===== src/design/prb_pkg.sv =====
// Shared types and constants for the polynomial root bisection unit.
// Holds the fixed-point formats, register indexes and the controller-to-datapath command types.
// Depends on nothing; every other file imports it.
`default_nettype none

package prb_pkg;

    // Fixed-point formats and data widths.
    localparam int X_FRAC_BITS = 28;
    localparam int X_W         = 32;
    localparam int COEFF_W     = 32;
    localparam int TOL_W       = 31;
    localparam int ACC_W       = 33;
    localparam int PROD_W      = ACC_W + X_W;
    localparam int SUM_W       = PROD_W - X_FRAC_BITS + 1;
    localparam int CNT_W       = 6;
    localparam int NUM_COEFF   = 6;
    localparam int CIDX_W      = $clog2(NUM_COEFF);

    // Cap on the number of halvings for one request.
    localparam logic [CNT_W-1:0] MAX_PASSES = CNT_W'(32);

    // Index of the last coefficient in Horner order.
    localparam logic [CIDX_W-1:0] LAST_COEFF = CIDX_W'(NUM_COEFF - 1);

    // Configuration register indexes.
    localparam int REG_IDX_W = 3;
    localparam logic [REG_IDX_W-1:0] REG_COEFF_X5 = 3'd0;
    localparam logic [REG_IDX_W-1:0] REG_COEFF_X4 = 3'd1;
    localparam logic [REG_IDX_W-1:0] REG_COEFF_X3 = 3'd2;
    localparam logic [REG_IDX_W-1:0] REG_COEFF_X2 = 3'd3;
    localparam logic [REG_IDX_W-1:0] REG_COEFF_X1 = 3'd4;
    localparam logic [REG_IDX_W-1:0] REG_COEFF_X0 = 3'd5;
    localparam logic [REG_IDX_W-1:0] REG_TOLERANCE = 3'd6;

    // Reset values of the configuration registers.
    localparam logic [COEFF_W-1:0] RST_COEFF_X5 = 32'sd100663296;
    localparam logic [COEFF_W-1:0] RST_COEFF_X4 = -32'sd50331648;
    localparam logic [COEFF_W-1:0] RST_COEFF_X3 = 32'sd16777216;
    localparam logic [COEFF_W-1:0] RST_COEFF_X2 = 32'sd33554432;
    localparam logic [COEFF_W-1:0] RST_COEFF_X1 = -32'sd67108864;
    localparam logic [COEFF_W-1:0] RST_COEFF_X0 = 32'sd83886080;
    localparam logic [TOL_W-1:0]   RST_TOLERANCE = 31'd2684;

    // Coefficients in Horner order: entry 0 is the x^5 term.
    typedef logic [NUM_COEFF-1:0][COEFF_W-1:0] coeff_set_t;

    // Commands from the controller to the datapath.
    typedef struct packed {
        logic                    load_in;
        logic                    sel_c;
        logic                    acc_init;
        logic                    mul;
        logic                    add;
        logic [CIDX_W-1:0]       coeff_idx;
        logic                    mid;
        logic                    save_fa;
        logic                    decide;
        logic                    out_load;
        logic [CNT_W-1:0]        halvings;
    } prb_cmd_t;

    // Status from the datapath to the controller.
    typedef struct packed {
        logic                    converged;
    } prb_status_t;

endpackage

`default_nettype wire


===== src/design/polynomial_root_bisection_unit.sv =====
// Polynomial root bisection unit, top level: configuration registers, controller and datapath.
// Depends on prb_pkg, prb_ctrl and prb_datapath.
//
// Usage: a request on the input channel (in_valid/in_ready) carries left_end and right_end,
// signed Q4.28. The block searches that interval for a root of the fifth-degree polynomial held
// in the coefficient registers (signed Q8.24) and returns one request on the output channel
// (out_valid/out_ready): the last midpoint, the clamped polynomial value there, the number of
// halvings and an exact-zero flag.
// Sequencing: all polynomial evaluations share one multiply-add unit, with a multiply state
// and an add state per Horner step and five steps per evaluation. The value at the left end
// is carried from pass to pass, so later passes evaluate the polynomial only at the midpoint.
// in_ready rises together with out_valid, as the controller returns to idle when the result
// is loaded. One request is in the search at a time.
// The result waits in an output register; a stalled receiver does not hold up the next
// search, which only waits at its end if the previous result is still not taken.
// Reset returns the controller to idle, drops out_valid and loads the register defaults.
// The user must write configuration (cfg_we/cfg_index/cfg_data) only while idle; not enforced.
`default_nettype none

module polynomial_root_bisection_unit (
    input  wire logic                                   clk,
    input  wire logic                                   rst_n,
    input  wire logic                                   cfg_we,
    input  wire logic [prb_pkg::REG_IDX_W-1:0]          cfg_index,
    input  wire logic [prb_pkg::COEFF_W-1:0]            cfg_data,
    input  wire logic                                   in_valid,
    output logic                                        in_ready,
    input  wire logic signed [prb_pkg::X_W-1:0]         left_end,
    input  wire logic signed [prb_pkg::X_W-1:0]         right_end,
    output logic                                        out_valid,
    input  wire logic                                   out_ready,
    output logic signed [prb_pkg::X_W-1:0]              root,
    output logic signed [prb_pkg::COEFF_W-1:0]          residual,
    output logic [prb_pkg::CNT_W-1:0]                   halvings,
    output logic                                        exact_zero
);
    import prb_pkg::*;

    coeff_set_t        coeff_set_reg;
    logic [TOL_W-1:0]  tol_reg;
    prb_cmd_t          cmd;
    prb_status_t       status;

    // Configuration registers; unused indexes are ignored.
    always_ff @(posedge clk or negedge rst_n)
    begin
        if (!rst_n)
        begin
            coeff_set_reg[0] <= RST_COEFF_X5;
            coeff_set_reg[1] <= RST_COEFF_X4;
            coeff_set_reg[2] <= RST_COEFF_X3;
            coeff_set_reg[3] <= RST_COEFF_X2;
            coeff_set_reg[4] <= RST_COEFF_X1;
            coeff_set_reg[5] <= RST_COEFF_X0;
            tol_reg          <= RST_TOLERANCE;
        end
        else if (cfg_we)
        begin
            unique case (cfg_index)
                REG_COEFF_X5:  coeff_set_reg[0] <= cfg_data;
                REG_COEFF_X4:  coeff_set_reg[1] <= cfg_data;
                REG_COEFF_X3:  coeff_set_reg[2] <= cfg_data;
                REG_COEFF_X2:  coeff_set_reg[3] <= cfg_data;
                REG_COEFF_X1:  coeff_set_reg[4] <= cfg_data;
                REG_COEFF_X0:  coeff_set_reg[5] <= cfg_data;
                REG_TOLERANCE: tol_reg          <= cfg_data[TOL_W-1:0];
                default:
                begin
                end
            endcase
        end
    end

    // Sequencer.
    prb_ctrl u_ctrl (
        .clk       (clk),
        .rst_n     (rst_n),
        .in_valid  (in_valid),
        .in_ready  (in_ready),
        .out_valid (out_valid),
        .out_ready (out_ready),
        .cmd       (cmd),
        .status    (status)
    );

    // Arithmetic and result storage.
    prb_datapath u_datapath (
        .clk        (clk),
        .cmd        (cmd),
        .status     (status),
        .left_end   (left_end),
        .right_end  (right_end),
        .coeff_set  (coeff_set_reg),
        .tol        (tol_reg),
        .root       (root),
        .residual   (residual),
        .halvings   (halvings),
        .exact_zero (exact_zero)
    );

endmodule

`default_nettype wire


===== src/design/prb_datapath.sv =====
// Datapath of the root bisection unit: interval ends, midpoint, shared Horner multiply-add
// unit and the result register. Driven by prb_ctrl through command and status structs.
// Depends on prb_pkg.
`default_nettype none

module prb_datapath (
    input  wire logic                                      clk,
    input  wire prb_pkg::prb_cmd_t                         cmd,
    output prb_pkg::prb_status_t                           status,
    input  wire logic signed [prb_pkg::X_W-1:0]            left_end,
    input  wire logic signed [prb_pkg::X_W-1:0]            right_end,
    input  wire prb_pkg::coeff_set_t                       coeff_set,
    input  wire logic [prb_pkg::TOL_W-1:0]                 tol,
    output logic signed [prb_pkg::X_W-1:0]                 root,
    output logic signed [prb_pkg::COEFF_W-1:0]             residual,
    output logic [prb_pkg::CNT_W-1:0]                      halvings,
    output logic                                           exact_zero
);
    import prb_pkg::*;

    localparam logic signed [SUM_W-1:0] ACC_POS = SUM_W'(64'sd4294967295);
    localparam logic signed [SUM_W-1:0] ACC_NEG = -ACC_POS;
    localparam logic signed [ACC_W-1:0] RES_POS = ACC_W'(64'sd2147483647);
    localparam logic signed [ACC_W-1:0] RES_NEG = ACC_W'(-64'sd2147483648);

    // Working registers.
    logic signed [X_W-1:0]     a_reg, b_reg, c_reg;
    logic signed [ACC_W-1:0]   fa_reg, acc_reg;
    logic signed [PROD_W-1:0]  prod_reg;

    // Result register.
    logic signed [X_W-1:0]     root_reg;
    logic signed [COEFF_W-1:0] residual_reg;
    logic [CNT_W-1:0]          halvings_reg;
    logic                      exact_zero_reg;

    logic signed [X_W-1:0]     x_op;
    logic signed [X_W:0]       pair_sum;
    logic signed [X_W-1:0]     mid_next;
    logic signed [PROD_W-1:0]  prod_shifted;
    logic signed [SUM_W-1:0]   horner_sum;
    logic signed [ACC_W-1:0]   acc_sat;
    logic                      opposite;
    logic signed [X_W-1:0]     a_next, b_next;
    logic signed [X_W:0]       width_next;
    logic signed [COEFF_W-1:0] residual_next;

    // Multiplier operand: the left end or the midpoint.
    assign x_op = cmd.sel_c ? c_reg : a_reg;

    // Midpoint, rounded toward minus infinity.
    assign pair_sum = {a_reg[X_W-1], a_reg} + {b_reg[X_W-1], b_reg};
    assign mid_next = pair_sum[X_W:1];

    // Floor shift of the product, add the next coefficient, clamp to the accumulator range.
    assign prod_shifted = prod_reg >>> X_FRAC_BITS;
    assign horner_sum   = prod_shifted[SUM_W-1:0]
                        + SUM_W'($signed(coeff_set[cmd.coeff_idx]));

    always_comb
    begin
        if (horner_sum > ACC_POS)
        begin
            acc_sat = ACC_POS[ACC_W-1:0];
        end
        else if (horner_sum < ACC_NEG)
        begin
            acc_sat = ACC_NEG[ACC_W-1:0];
        end
        else
        begin
            acc_sat = horner_sum[ACC_W-1:0];
        end
    end

    // Bracket update: keep the left half if its ends differ strictly in sign, else the right half.
    assign opposite = ((fa_reg < 0) && (acc_reg > 0)) || ((fa_reg > 0) && (acc_reg < 0));
    assign a_next   = opposite ? a_reg : c_reg;
    assign b_next   = opposite ? c_reg : b_reg;
    assign width_next = {b_next[X_W-1], b_next} - {a_next[X_W-1], a_next};

    assign status.converged = (acc_reg == '0)
                            || (width_next <= $signed({2'b00, tol}));

    // Residual clamped to the signed 32-bit range.
    always_comb
    begin
        if (acc_reg > RES_POS)
        begin
            residual_next = RES_POS[COEFF_W-1:0];
        end
        else if (acc_reg < RES_NEG)
        begin
            residual_next = RES_NEG[COEFF_W-1:0];
        end
        else
        begin
            residual_next = acc_reg[COEFF_W-1:0];
        end
    end

    // Interval and function-value registers.
    always_ff @(posedge clk)
    begin
        if (cmd.load_in)
        begin
            a_reg <= left_end;
            b_reg <= right_end;
        end
        else if (cmd.decide)
        begin
            a_reg <= a_next;
            b_reg <= b_next;
        end
        if (cmd.mid)
        begin
            c_reg <= mid_next;
        end
        if (cmd.save_fa)
        begin
            fa_reg <= acc_reg;
        end
        else if (cmd.decide && !opposite)
        begin
            fa_reg <= acc_reg;
        end
    end

    // Shared Horner unit: a registered multiply, then a registered add and clamp.
    always_ff @(posedge clk)
    begin
        if (cmd.mul)
        begin
            prod_reg <= acc_reg * x_op;
        end
        if (cmd.acc_init)
        begin
            acc_reg <= ACC_W'($signed(coeff_set[0]));
        end
        else if (cmd.add)
        begin
            acc_reg <= acc_sat;
        end
    end

    // Result register, loaded once the output side is free.
    always_ff @(posedge clk)
    begin
        if (cmd.out_load)
        begin
            root_reg       <= c_reg;
            residual_reg   <= residual_next;
            halvings_reg   <= cmd.halvings;
            exact_zero_reg <= (acc_reg == '0);
        end
    end

    assign root       = root_reg;
    assign residual   = residual_reg;
    assign halvings   = halvings_reg;
    assign exact_zero = exact_zero_reg;

endmodule

`default_nettype wire


===== src/design/prb_ctrl.sv =====
// Controller of the root bisection unit: request handshake, the pass and coefficient
// sequencing of the Horner unit, and the output valid flag.
// Depends on prb_pkg.
`default_nettype none

module prb_ctrl (
    input  wire logic                  clk,
    input  wire logic                  rst_n,
    input  wire logic                  in_valid,
    output logic                       in_ready,
    output logic                       out_valid,
    input  wire logic                  out_ready,
    output prb_pkg::prb_cmd_t          cmd,
    input  wire prb_pkg::prb_status_t  status
);
    import prb_pkg::*;

    typedef enum logic [6:0] {
        ST_IDLE   = 7'b0000001,
        ST_INIT   = 7'b0000010,
        ST_MUL    = 7'b0000100,
        ST_ADD    = 7'b0001000,
        ST_MID    = 7'b0010000,
        ST_DECIDE = 7'b0100000,
        ST_FINISH = 7'b1000000
    } state_t;

    state_t            state_reg, state_next;
    logic [CIDX_W-1:0] k_reg, k_next;
    logic [CNT_W-1:0]  pass_cnt_reg, pass_cnt_next;
    logic              eval_a_reg, eval_a_next;
    logic              out_valid_reg, out_valid_next;
    logic              out_free;
    logic              stop;

    assign out_free  = !out_valid_reg || out_ready;
    assign stop      = status.converged || (pass_cnt_reg >= MAX_PASSES);
    assign in_ready  = (state_reg == ST_IDLE);
    assign out_valid = out_valid_reg;

    // Next state and command decode.
    always_comb
    begin
        state_next    = state_reg;
        k_next        = k_reg;
        pass_cnt_next = pass_cnt_reg;
        eval_a_next   = eval_a_reg;
        cmd           = '0;
        cmd.sel_c     = !eval_a_reg;
        cmd.coeff_idx = k_reg;
        cmd.halvings  = pass_cnt_reg;

        unique case (state_reg)
            ST_IDLE:
            begin
                if (in_valid)
                begin
                    cmd.load_in   = 1'b1;
                    eval_a_next   = 1'b1;
                    pass_cnt_next = '0;
                    state_next    = ST_INIT;
                end
            end
            ST_INIT:
            begin
                cmd.acc_init = 1'b1;
                k_next       = CIDX_W'(1);
                state_next   = ST_MUL;
            end
            ST_MUL:
            begin
                cmd.mul    = 1'b1;
                state_next = ST_ADD;
            end
            ST_ADD:
            begin
                cmd.add = 1'b1;
                if (k_reg != LAST_COEFF)
                begin
                    k_next     = k_reg + CIDX_W'(1);
                    state_next = ST_MUL;
                end
                else if (eval_a_reg)
                begin
                    state_next = ST_MID;
                end
                else
                begin
                    state_next = ST_DECIDE;
                end
            end
            ST_MID:
            begin
                cmd.mid       = 1'b1;
                cmd.save_fa   = eval_a_reg;
                eval_a_next   = 1'b0;
                pass_cnt_next = pass_cnt_reg + CNT_W'(1);
                state_next    = ST_INIT;
            end
            ST_DECIDE:
            begin
                cmd.decide = 1'b1;
                state_next = stop ? ST_FINISH : ST_MID;
            end
            ST_FINISH:
            begin
                if (out_free)
                begin
                    cmd.out_load = 1'b1;
                    state_next   = ST_IDLE;
                end
            end
            default:
            begin
                state_next = ST_IDLE;
            end
        endcase
    end

    // Output valid: set on a result load, cleared once the request is taken.
    always_comb
    begin
        if (cmd.out_load)
        begin
            out_valid_next = 1'b1;
        end
        else if (out_ready)
        begin
            out_valid_next = 1'b0;
        end
        else
        begin
            out_valid_next = out_valid_reg;
        end
    end

    always_ff @(posedge clk or negedge rst_n)
    begin
        if (!rst_n)
        begin
            state_reg     <= ST_IDLE;
            k_reg         <= '0;
            pass_cnt_reg  <= '0;
            eval_a_reg    <= 1'b0;
            out_valid_reg <= 1'b0;
        end
        else
        begin
            state_reg     <= state_next;
            k_reg         <= k_next;
            pass_cnt_reg  <= pass_cnt_next;
            eval_a_reg    <= eval_a_next;
            out_valid_reg <= out_valid_next;
        end
    end

    // The pass count never runs past the cap.
    a_pass_cap: assert property (@(posedge clk) disable iff (!rst_n)
        pass_cnt_reg <= MAX_PASSES)
        else $error("pass count exceeds cap");

    // A result is loaded only when the output register is free.
    a_out_free: assert property (@(posedge clk) disable iff (!rst_n)
        cmd.out_load |-> out_free)
        else $error("result overwrote a pending output");

    // An accepted request starts with the evaluation at the left end.
    a_start: assert property (@(posedge clk) disable iff (!rst_n)
        (in_valid && in_ready) |=> (state_reg == ST_INIT) && eval_a_reg)
        else $error("request did not start an evaluation");

    // At the cap the search always finishes.
    a_cap_stop: assert property (@(posedge clk) disable iff (!rst_n)
        (state_reg == ST_DECIDE) && (pass_cnt_reg == MAX_PASSES) |=> state_reg == ST_FINISH)
        else $error("search ran past the pass cap");

endmodule

`default_nettype wire

===== config.mk =====
export PLATFORM = sky130hd
export DESIGN_NAME = polynomial_root_bisection_unit
export DESIGN_NICKNAME = d
export VERILOG_FILES = /design/src/design/prb_pkg.sv /design/src/design/polynomial_root_bisection_unit.sv /design/src/design/prb_datapath.sv /design/src/design/prb_ctrl.sv
export SDC_FILE = /design/constraint.sdc
export NUM_CORES = 2
export LEC_CHECK = 0
export BUFFER_PORTS_ARGS = -buffer_cell sky130_fd_sc_hd__buf_2
export CAP_MARGIN = 20
export CORE_MARGIN = 2
export CORE_UTILIZATION = 30
export DETAILED_ROUTE_END_ITERATION = 7
export PLACE_DENSITY_LB_ADDON = 0.15
export SYNTH_ARGS = -nofsm -noshare
export SYNTH_HDL_FRONTEND = slang
export SYNTH_SLANG_ARGS = --single-unit
export TNS_END_PERCENT = 10

===== constraint.sdc =====
create_clock -name clk -period 8.1 [get_ports clk]
set_input_delay 0.405 -clock clk [delete_from_list [all_inputs] [get_ports clk]]
set_output_delay 0.405 -clock clk [all_outputs]
set_load 0.01 [all_outputs]

==> reports/metrics.yaml <==
synth_top_area_share: 0.350
drtIter0Drc: 2672
synth.avg_cell_area_um2: 10.4
max_stage_delay_ps: 580
hold_path_startpoint: "cfg_data[5]"
cpMaxStageDelayCell: "fa_1"
avgRoutedWirePerCell_um: 22.9
root_buffer: "clkbuf_16"
reg2reg_depth: 31
yosysTopAreaCell: "fa_1"
synth_warnings: 0
synth.distinct_cells: 92
portBuffers: 176
failed_checks: "negative setup slack"
critPathCaptureType: "flop"
r2r_slack_ps: -220
crit_required_ps: 8530
wl_met1_um: 101000
crit_family: "adder cells"
setup_ws_ps: -217
clk_pin_slew_worst_paths_ps: 60
areaGrowthSynthToFinish_pct: 19.1
async_reset_ff_frac: 0.472
dpl.hpwl_um: 179000
drive_gt1_frac: 0.213
cts.path.max_buffers: 3
fp.coreArea_um2: 211000
setup.worst_path.start_class: "flop"
rows: 169
cts_buffers: 61
slew_headroom: 0.306
synth_seq_cells: 511
setup_viol_count_final: 17
yosys-top-cells-area: "fa_1 (35%), edfxtp_1 (13%), dfrtp_1 (8.4%)"
cap_violations: 0
die-area_um2: 216000
wl_met3_um: 11300
gp_congestion: 0.910
fin_nets: 8276
fmax_mhz: 120
hold_path.class: "in -> reg"
grt_usage: 0.208
io_pins: 177
min_period_ps: 8320
top_layer: "met5"
largest_reg_flops: 192
outcome: "finished, violations left"
gr-total-overflow: 0
dr_total_vias: 45900
dr.pass1.iters: 5
slew_violations: 0
grt_start_max_net_pins: 132
cts_sinks: 511
synth_ff_type: "edfxtp_1"
fin_area_um2: 75900
yosysSeqAreaShare: 0.223
stdcell_count: 9621
finalSetupTns_ps: -1730
start_util: 0.301
met2WireLength_um: 105000
antenna_found_initial: 20
r2r_start: "u_ctrl.eval_a_reg$_DFFE_PN0P_"
synth_edf_count: 270
fp.dieH_um: 465
hold_end: "coeff_set_reg[165]$_DFFE_PN0P_"
crit_arrival_ps: 8750
die_w_um: 465
drc_errors: 0
mostFrequentLayoutCell: "fa_1"
grt_pass1_vias: 49900
worst-path-max-fanout: 14
htreeDepth: 2
syn_inst: 6144
avgViaCountPerCell: 4.77
netlist_area_um2: 63700
clk_latency_ps: 700
rsz0062_at_grt: "true"
synth.net_count: 7679
hold_viol: 0
layout_common_cells: "fa_1 (1084), inv_1 (1072), nand2_1 (597), buf_4 (542), nor2_1 (316)"
placed_cell_area_um2: 72600
grt_pass1_wl_um: 334000
critPathBufInv: 9
cts_tree: "yes"
ant_nets: 0
finClkSkew_ps: 70.3
worstSetupPathType: "reg -> reg"
critPathMostFrequentCell: "fa_1"
routed_wl_um: 221000
whs_path_depth: 2
r2r_end: "u_datapath.prod_reg[58]$_DFFE_PP_"
fin_crit_sh: 1.03
placed_cells: 9457
tightest_slew_ps: 1040
==> metal layers <==
layer	track usage	vias up
li1	-	20600
met5	0	-
met3	0.0291	162
met4	0.0335	12
met1	0.295	24200
met2	0.342	988
==> worst reg2reg max path: cells and delay by family (launching register included) <==
kind	cells	cell delay, ps
adder cells (fa/ha/maj)	9	4300
AND/OR/NAND/NOR	5	550
buffers and inverters	9	1100
XOR/XNOR	1	150
AO/OA/AOI/OAI	6	1300
flip-flops	1	440
multiplexers	1	200
==> worst max-delay path by stage <==
stage | slack, ps | endpoint | cells past startpoint | start
finish | -220 | u_datapath.prod_reg[58]$_DFFE_PP_ | 31 | u_ctrl.eval_a_reg$_DFFE_PN0P_
global route | -490 | u_datapath.prod_reg[58]$_DFFE_PP_ | 31 | u_ctrl.eval_a_reg$_DFFE_PN0P_
CTS | -240 | u_datapath.prod_reg[30]$_DFFE_PP_ | 29 | u_ctrl.eval_a_reg$_DFFE_PN0P_
detailed placement | -1140 | u_datapath.prod_reg[58]$_DFFE_PP_ | 28 | u_ctrl.eval_a_reg$_DFFE_PN0P_
global placement | -1130 | u_datapath.prod_reg[58]$_DFFE_PP_ | 30 | u_ctrl.eval_a_reg$_DFFE_PN0P_
floorplan | -20 | u_datapath.prod_reg[58]$_DFFE_PP_ | 27 | u_ctrl.eval_a_reg$_DFFE_PN0P_
==> synth_stat cells, types with 27 or more instances <==
master,n
dfstp_2,27
xnor2_1,86
dfrtp_1,214
fa_1,1114
nor2_1,324
and2_1,288
clkbuf_1,261
a21oi_1,188
o21ai_0,76
xor2_1,43
inv_1,1084
a21o_1,57
edfxtp_1,270
ha_1,317
nand2b_1,44
nor3_1,34
nor2b_1,264
nand2_1,602
mux2i_1,77
o22ai_1,37
nand4_1,30
o21ai_1,35
nand3_1,41
mux2_2,277
mux4_2,32
==> cells by family after synthesis <==
logic type                 Yosys count  share of synthesized area
AOI/OAI and AO/OA                  566                     0.0575
xor gates and xnor gates           129                     0.0177
adders and majority gates         1436                      0.413
buffers and inverters             1377                     0.0821
DFF                                511                      0.223
muxes                              386                     0.0724
and+or+nand+nor                   1739                      0.134
==> final cells by class <==
| type | instances | area (um2) |
|---|---|---|
| fill | 21500 | 136000 |
| multi-input combinational | 4256 | 45200 |
| sequential | 511 | 14200 |
| timing repair buffer | 827 | 6810 |
| inverter | 1084 | 4080 |
| tap | 2821 | 3530 |
| clock buffer | 86 | 1740 |
| clock inverter | 28 | 314 |
| antenna | 8 | 20.0 |
==> per-stage QoR <==
stage | util | worst slack [ps] | hold WS [ps]
after detailed placement | 0.343 | -1140 | 487
after floorplan | - | -20.5 | 109
after global routing | 0.359 | -486 | 20.7
after CTS | 0.357 | -237 | 0.606
after global placement | 0.343 | -1130 | 481
final | 0.359 | -217 | 55.1
==> repair_timing <==
action | CTS | global route
hold buffers | 18 | 0
gates resized for setup | 96 | 87
cloned | 0 | 0
pin swaps | 29 | 36
endpoints found under the setup margin | 37 | 32
setup buffers | 18 | 5
endpoints found under the hold margin | 128 | 0
Power is not shown: default switching activity piles up to over one toggle a cycle in this logic, so the estimate is an artifact.
